<file path="config.mk">
export PLATFORM = sky130hd
export DESIGN_NAME = fcull_front
export DESIGN_NICKNAME = d
export VERILOG_FILES = /design/src/hw/rtl/fcull_pkg.sv /design/src/hw/rtl/fcull_front.sv
export SDC_FILE = /design/constraint.sdc
export NUM_CORES = 1
export LEC_CHECK = 0
export BUFFER_PORTS_ARGS = -buffer_cell sky130_fd_sc_hd__buf_2
export CORE_AREA = 2 2 207 209
export DETAILED_ROUTE_END_ITERATION = 16
export DIE_AREA = 0 0 209 211
export PLACE_DENSITY = 0.72
export SKIP_LAST_GASP = 1
export SLEW_MARGIN = 25
export SYNTH_ARGS = -nofsm -noshare
export SYNTH_HDL_FRONTEND = slang
export SYNTH_SLANG_ARGS = --single-unit
</file>
<file path="constraint.sdc">
create_clock -name clock -period 12.45 [get_ports clock]
set_input_delay 0.6225 -clock clock [delete_from_list [all_inputs] [get_ports clock]]
set_output_delay 0.6225 -clock clock [all_outputs]
set_load 0.02 [all_outputs]
</file>
<file path="src/hw/rtl/fcull_pkg.sv">
// Frustum cull test unit: shared command codes, classification codes and queue item type.
// No dependencies.
package fcull_pkg;

   localparam logic [2:0] CMD_LOAD     = 3'd0;
   localparam logic [2:0] CMD_POINT    = 3'd1;
   localparam logic [2:0] CMD_SPH_CLS  = 3'd2;
   localparam logic [2:0] CMD_SPH_DIST = 3'd3;
   localparam logic [2:0] CMD_BOX_ANY  = 3'd4;
   localparam logic [2:0] CMD_BOX_CLS  = 3'd5;

   localparam logic [1:0] CLS_OUTSIDE   = 2'd0;
   localparam logic [1:0] CLS_INTERSECT = 2'd1;
   localparam logic [1:0] CLS_INSIDE    = 2'd2;

   localparam int REQ_DATA_BITS = 264;
   localparam int RSP_DATA_BITS = 40;

   typedef struct packed {
      logic [2:0]         command;
      logic [2:0]         plane_index;
      logic [1:0]         coefficient_index;
      logic signed [31:0] coefficient_value;
      logic signed [31:0] center_x;
      logic signed [31:0] center_y;
      logic signed [31:0] center_z;
      logic [30:0]        sphere_radius;
      logic [30:0]        half_x;
      logic [30:0]        half_y;
      logic [30:0]        half_z;
   } item_type;

endpackage

</file>
<file path="src/hw/rtl/fcull_front.sv">
// Frustum cull front end: accepts requests, drops ignored ones, queues the rest.
// Depends on fcull_pkg.
module fcull_front
   import fcull_pkg::*;
#(
   parameter int PLANE_COUNT = 6
) (
   input  logic     clock,
   input  logic     reset,
   input  logic     in_valid,
   output logic     in_ready,
   input  item_type in_item,
   output logic     q_valid,
   output item_type q_item,
   input  logic     q_pop
);

   item_type   mem_ff [2];
   logic       wr_ptr_ff, wr_ptr_in;
   logic       rd_ptr_ff, rd_ptr_in;
   logic [1:0] count_ff, count_in;
   logic       keep, push;

   assign in_ready = (count_ff != 2'd2);
   assign keep = (in_item.command <= CMD_BOX_CLS) &&
                 ((in_item.command != CMD_LOAD) ||
                  ({29'd0, in_item.plane_index} < PLANE_COUNT));
   assign push = in_valid && in_ready && keep;
   assign q_valid = (count_ff != 2'd0);
   assign q_item = mem_ff[rd_ptr_ff];

   always_comb begin
      wr_ptr_in = wr_ptr_ff ^ push;
      rd_ptr_in = rd_ptr_ff ^ (q_pop && q_valid);
      count_in = count_ff + {1'b0, push} - {1'b0, q_pop && q_valid};
   end

   always_ff @(posedge clock) begin
      if (reset) begin
         wr_ptr_ff <= 1'b0;
         rd_ptr_ff <= 1'b0;
         count_ff <= 2'd0;
      end else begin
         wr_ptr_ff <= wr_ptr_in;
         rd_ptr_ff <= rd_ptr_in;
         count_ff <= count_in;
      end
   end

   always_ff @(posedge clock) begin
      if (push) begin
         mem_ff[wr_ptr_ff] <= in_item;
      end
   end

endmodule

</file>
# == Word level (Yosys, flattened, before mapping) ==
# Memory sizes are Yosys's and may differ from the RTL's. A register that Yosys moved wholly into a read port is not among the register bits.
# Index checks and enable logic that the tools add are counted.
# word_totals
register_bits,4
mem_bits_rw,520
in_bits,264
output_inout_bits,262
wordCells,21
memories,1
# op_classes
add_sub_neg,2
order_cmp,2
eq_ne,1
mux,3
bitwise,2
n_reduce_logical,7
# memory_table
memory,depth,word_bits,rd,rd_clocked_by_memory_dff,wr,line,rtl
mem_ff,2,260,1,1,1,fcull_front.sv:18,item_type mem_ff [2];
# ops
cell,count
1-bit logical AND,4
"3-bit <= comparator, second input constant",1
"3-bit < comparator, second input constant",1
1-bit 2-to-1 mux,3
3-bit nonzero test,1
2-bit by 1-bit adder with 2-bit output,1
"2-bit inequality test, second input constant",1
2-bit nonzero test,1
2-bit by 1-bit subtractor with 2-bit output,1
1-bit bitwise XOR,2
1-bit logical OR,1

# == Depth between registers and ports, before layout ==
# Gate-level depths: netlist (run 1).
# depth
word_depth,6
depth_mapped,7

# == Worst setup path before layout (run 1) ==
# Ideal clock, no wire load.
# synth_path
path_kind,input to register
from,input port in_valid
to,"memory mem_ff[1][0] in the netlist's numbering, enable pin"
setup_time_ns,0.656
arrival_time_ns,7.004
required_time_ns,11.794
setup_slack_ns,4.791
path_stages,3
path_buffers,0
cell_sequence,a21boi_0 > o211a_1 > ha_1
# synth_between
elab_chain_cells,4
# synth_lines
element,line,rtl
from (decl),fcull_front.sv:10,"input logic in_valid,"
1-bit logical AND (2 in a row),fcull_front.sv:28,assign push = in_valid && in_ready && keep;
1-bit 2-to-1 mux,fcull_front.sv:51,if (push) begin
1-bit 2-to-1 mux (implied by the code),fcull_front.sv:52,mem_ff[wr_ptr_ff] <= in_item;
to (decl),fcull_front.sv:18,
# No other way between the ends.

==> summary.txt, run 1 <==
Timing
  – FMAX: 277.3 MHz
  – Final Cycle Share: 28.97%
  – Fin. Hold Viols: 0
  – Post-route setup TNS: 0 ps
  – Slew Viols, Final: 0
  – Crit path time final: between 3000 and 4000 ps
  – Final setup viols: 0
  – RSZ-0062 raised after global routing: false
  – Worst-Margin Slew: 1010 ps
  – Clock skew: 14.65 ps
  – Max_slew headroom: 32.67%

Clock network
  – TritonCTS buffer count: 53
  – CTS tree: yes
  – H-tree level count: 2
  – Clk Latency, worst-skew pair: ~580 ps
  – Cts-stage hold buffer count: 0
  – Resize count post-CTS: 0
  – Clock tree sinks: between 500 and 600
  – # Post-CTS Setup Buffers: 0
  – CTS Buffer Depth: 3
  – Root buf cell: clkbuf_16
  – Reg clk slew, reported paths: 60 ps

Power and ir drop
  – Max VDD drop: 142.1 uV
  – Tot Pwr: 4858 uW
  – Lkg Pwr: 0.009153 uW
  – Power density over cell area: ~200 mW/mm^2

Routing
  – Routed WL: 40.41 mm
  – Vias after detailed routing: 9,873
  – Vias per cell: 4.981
  – DR iter-0 viols: approximately 580
  – Wire per inst: 20.39 um
  – # DRC: 0
  – ANT nets after route: 0
  – TritonRoute pass-1 iters: 6

Global routing
  – Largest net degree at the start of global routing: around 130
  – Vias in the first global route: 10.19k
  – First-pass GRT wire length: 58.72 mm
  – GRT Total Usage: 17.68%
  – Initial antenna violation count: 22
  – GRT overflow: 0

Critical path
  – Crit path cell chain: buf_6, mux2_2, buf_2
  – FF-to-FF path depth: 6
  – Crit. path cell count: 3
  – Startpoint types: register
  – CP max-delay cell: dfxtp_4
  – CP delay by family, top: flip-flops
  – Worst Path Required: 11,830 ps
  – Arr. time, crit path: 2980 ps
  – Crit path buf inv count: 2
  – CP Capture Type: output port
  – Crit-path max FO: 73
  – Worst path max stage delay: approximately 960 ps
  – Crit path kind: register to output port

Layout
  – Layout cells sized above 1: around three fifths
  – Synthesis-to-finish area growth: 24.92%
  – Final net count: 1,663

Floorplanning
  – Starting Density: 46.56%
  – Std-Cell Rows: 75
  – IO Count: roughly 530
  – Die Height: 211 um
  – Core area: between 0.04 and 0.05 sq mm
  – Die width: about 210 um
  – Die ar.: ~0.044 sq mm

Logic synthesis
  – EDFF count, synth: 520
  – Top post-synthesis cells by count: edfxtp_1, mux2_2, mux2_4
  – Sequential element share of the synthesized area: 80.73%
  – Area leader, netlist: edfxtp_1
  – Synthesis-stage register bit count: approximately 520
  – Cell Area, Synth: 0.01944 sq mm
  – Cell with the most instances after synthesis: edfxtp_1
  – Unique masters post-synth: 20
  – Syn_nets: about 1.1k
  – Top FF cell, synth: edfxtp_1
  – Syn avg cell area: 23.34 sq um
  – Synth Warn #: 0
  – Cells after synthesis: 833
  – Dominant cells by area after synthesis: edfxtp_1, mux2_2, mux2_4
  – Post-synth top area share: 80.31%
  – FFs w/ async S/R, synth: 0%

Placed design
  – Port Buf Inserts: 525
  – Routability cong.: 0.7604
  – Final HPWL DP: 27.53 mm

Run
  – Maxcap violations: 0

Status
  – Status: completed

Min path
  – Worst Hold Class: input port to register
  – Hold path depth: 1
cell families (layout without fill, tap and decap cells):
| logic type | after synthesis | after routing | share of synthesized area [%] |
|---|---|---|---|
| adders and majority gates | 4 | 4 | 0.2574 |
| and+or+nand+nor | 8 | 8 | 0.2446 |
| muxes | 261 | 261 | 17.05 |
| DFF | 524 | 524 | 80.73 |
| AOI/OAI and AO/OA | 4 | 4 | 0.1674 |
| other | 0 | 9 | 0 |
| xor gates and xnor gates | 1 | 1 | 0.1158 |
| buffers and inverters | 31 | 632 | 1.442 |
metrics by stage:
stage / cell area [sq um] / cells / utilization [%] / hold WS, ps / setup slack [ps]
after global routing: 24280 / 1979 / 58.15 / 193.9 / 8578
final: 24290 / 1982 / 58.16 / 228.3 / 8843
after floorplan: 19440 / 833 / - / 532.1 / 4791
after CTS: 24190 / 1970 / 57.94 / 184.3 / 8554
after global placement: 22570 / 1876 / 54.06 / 605.4 / 8218
after detailed placement: 22570 / 1876 / 54.06 / 627.3 / 8240
final timing paths:
check,slack (ps),start,endpoint
max,8840,rd_ptr_ff,q_item[7]
min,230,in_item[40],mem_ff[0][40]
min reg2reg,630,wr_ptr_ff,wr_ptr_ff
max reg2reg,8850,count_ff[0],mem_ff[0][6]
cell type report:
cell class / instances / area [sq um]
multi-input combinational: 278 / 3492
clock buffer: 66 / 1448
clock inverter: 28 / 173.9
fill: 3118 / 17470
tap: 539 / 674.4
antenna: 9 / 22.52
inverter: 2 / 7.507
sequential: 524 / 15700
timing repair buffer: 536 / 2771
layer usage:
metal  wire length [um]  global-route usage, %
met1              15250                  20.37
met2              19420                  29.22
met3               4344                  7.508
met4               1214                  7.266
met5                177                      0
report_power, final:
group          internal [uW]  switching [uW]  total (uW)
Clock                    841             628        1470
Sequential              2150            64.2        2220
Combinational            487             684        1170
sequential cells by signal, summed over array words and instances, names as in the netlist:
register,flops
mem_ff,520
count_ff,2
rd_ptr_ff,1
wr_ptr_ff,1
worst register-to-register path, stage by stage (launching register included):
cell and delay (ps):
dfxtp_1 360, nand2b_1 220, o211a_1 290, ha_4 810, buf_4 680, buf_4 590
buf_12 310
cells in the final DEF (no fill, tap or decap), types with 2 or more instances in the layout:
cell type	instances
buf_12	3
buf_2	525
buf_4	6
clkbuf_1	8
clkbuf_16	55
clkbuf_8	3
clkinv_1	9
clkinv_2	11
clkinvlp_4	5
dfxtp_1	3
diode_2	9
edfxtp_1	520
ha_1	2
ha_4	2
inv_1	2
mux2_1	3
mux2_2	158
mux2_4	100
nor2_1	3
nor2b_1	2
No activity file was read; power rests on OpenSTA's default activity.
==> run 2, diff against run 1 <==
ABC_AREA = 1   (was not set)
CORE_AREA = 2 2 202 204   (was 2 2 207 209)
DIE_AREA = 0 0 204 206   (was 0 0 209 211)
PLACE_DENSITY = 0.76   (was 0.72)
clock period = 3.7 ns   (was 12.45 ns; I/O delays follow)
==> summary.txt, run 2 <==
Logic synthesis
  – EDFF count, synth: between 500 and 600
  – Dominant cells by area after synthesis: edfxtp_1, mux2_4, mux2_2
  – FFs w/ async S/R, synth: 0%
  – Synth Warn #: 0
  – Top post-synthesis cells by count: edfxtp_1, mux2_4, mux2_2
  – Syn avg cell area: 23.17 sq um
  – Sequential element share of the synthesized area: 79.41%
  – Synth Area in XOR/XNOR: 0%
  – Area leader, netlist: edfxtp_1
  – Post-synth top area share: 79.01%
  – Compound-Gate Fraction of Synth Area: less than 1%
  – Post-Synth Adder-Cell Area: 0.2532%
  – Post-synthesis simple-gate area fraction: less than 1%
  – Proportion of synthesized area in mux cells: 18.19%
  – Cells after synthesis: around 850
  – Cell with the most instances after synthesis: edfxtp_1
  – Syn_nets: 1,121
  – Synthesis-stage register bit count: 524
  – Cell Area, Synth: 0.01976 sq mm
  – Largest family of logic cells by synthesized area: multiplexers
  – Unique masters post-synth: 14
  – Top FF cell, synth: edfxtp_1

Power and ir drop
  – Lkg Pwr: ~0.011 uW
  – Max VDD drop: 527.0 uV
  – Power density over cell area: roughly 620 mW/mm^2
  – Tot Pwr: 16,960 uW

Critical path
  – Worst R2R Start: count_ff[0]
  – Crit path kind: register to output port
  – CP Capture Type: output port
  – FF-to-FF path depth: 6
  – Worst Path Required: 3510 ps
  – Crit-path max FO: 30
  – Startpoint types: register
  – Reg-to-Reg End: mem_ff[1][147]
  – Arr. time, crit path: ~2300 ps
  – FF-to-FF setup slack: 1320 ps

Status
  – Status: completed

Floorplanning
  – Core area: 0.04018 sq mm
  – IO Count: 526
  – Die ar.: about 0.042 sq mm
  – Die width: 204 um
  – Std-Cell Rows: 74
  – Starting Density: between 40% and 50%
  – Die Height: 206 um

Global routing
  – Vias in the first global route: 11.86k
  – First-pass GRT wire length: 67.44 mm
  – GRT Total Usage: a little over a fifth
  – Initial antenna violation count: 7
  – Largest net degree at the start of global routing: 92
  – GRT overflow: 0

Layout
  – Fillers: 2,519
  – Fin util: 67.69%
  – Largest regs: mem_ff (520), count_ff (2)
  – Fin cells: around 2.3k
  – Synthesis-to-finish area growth: 37.62%
  – Commonest non-fill, non-tap cell in the layout: buf_2
  – Area occupied by multi-input gates: ~0.0038 sq mm
  – Storage element area: roughly 0.016 sq mm
  – Most frequent cells in the layout: buf_2, edfxtp_1, dlygate4sd3_1
  – Most flop-heavy register: mem_ff
  – Largest register FFs: 520
  – Final net count: approximately 2.0k
  – Layout cells sized above 1: about 50%

Min path
  – Worst Hold Class: input port to register
  – Hold path depth: 2
  – Hold path endpoint: mem_ff[0][196]
  – Worst hold start: in_item[196]

Placed design
  – Inst Count DP: ~1.9k
  – Final HPWL DP: 28.76 mm
  – Routability cong.: roughly 0.80
  – Port Buf Inserts: 525

Timing
  – Fin. Hold Viols: 0
  – Final setup viols: 0
  – RSZ-0062 raised after global routing: false
  – Post-route setup TNS: 0 ps
  – Clock skew: about 10 ps
  – Crit path time final: 2472 ps
  – FMAX: between 400 and 500 MHz
  – Slew Viols, Final: 0
  – Worst-Margin Slew: 607.8 ps
  – Max_slew headroom: 59.48%
  – Final Cycle Share: 66.81%
  – Min Hold Slack: 330.3 ps

Clock network
  – Clk Latency, worst-skew pair: ~580 ps
  – Resize count post-CTS: 0
  – Reg clk slew, reported paths: roughly 60 ps
  – H-tree level count: 2
  – Root buf cell: clkbuf_16
  – CTS Buffer Depth: 3
  – TritonCTS buffer count: 52
  – CTS tree: yes
  – Clock tree sinks: roughly 520

Routing
  – Routed WL: 47.26 mm
  – Wire per inst: approximately 21 um
  – # DRC: 0
  – ANT nets after route: 0
  – Vias per cell: 4.964
  – TritonRoute pass-1 iters: 4
  – Vias after detailed routing: around 11k
  – DR iter-0 viols: 681

Run
  – Maxcap violations: 0
[run 2: cells by family (layout without fill, tap and decap cells)]
logic type      count (synthesis)  after routing
flops                         524            524
compound gates                  2              2
simple gates                   24             24
fa+ha+maj                       4              4
mux                           260            260
other cells                     0              9
buf+inv                        39            904
[run 2: final cells by class]
cell class,count,area share (%)
clock inverter,20,0.3588
sequential,524,57.72
inverter,10,0.1380
multi-input combinational,290,13.90
tap,532,2.447
timing repair buffer,805,20.26
antenna,9,0.08280
clock buffer,69,5.097
[run 2: where the power goes]
group / leakage, uW / switching (uW) / internal, uW / total [uW]
combinational: 0.00498 / 2670 / 2040 / 4710
sequential: 0.00484 / 216 / 7340 / 7560
clock: 0.000720 / 2070 / 2610 / 4690
[run 2: worst max-delay path by stage]
stage,start,end,slack [ps],depth (start not counted)
final,rd_ptr_ff,q_item[19],1230,3
after global routing,rd_ptr_ff,q_item[256],1110,3
after CTS,rd_ptr_ff,q_item[256],1150,3
after detailed placement,count_ff[0],mem_ff[1][155],1330,6
after global placement,count_ff[0],mem_ff[1][152],1340,6
after floorplan,count_ff[0],mem_ff[1][0],-870,5
[run 2: timing repair]
action	CTS	global route
hold buffers	262	0
setup buffers	0	0
hold endpoints to repair	524	0
[run 2: through the flow]
stage | area [sq um] | setup slack [ps]
after detailed placement | 23070 | 1331
after CTS | 27180 | 1152
after floorplan | 19770 | -873.9
after global routing | 27190 | 1109
final | 27200 | 1228
after global placement | 23070 | 1342
[run 2: layer usage]
| metal | wire length, um | vias up | part of all wire (%) | GRT usage [%] |
|---|---|---|---|---|
| li1 | - | 5047 | - | - |
| met1 | 17170 | 5578 | 36 | 24.25 |
| met2 | 24810 | 484 | 52 | 38.51 |
| met3 | 3596 | 102 | 7.6 | 5.550 |
| met4 | 1673 | 2 | 3.5 | 9.627 |
| met5 | 13 | - | 0.028 | 0 |
[run 2: critical path: stages (launching register included)]
cell     delay, ps
dfxtp_4        640
buf_4          480
mux2_2         410
buf_2          170
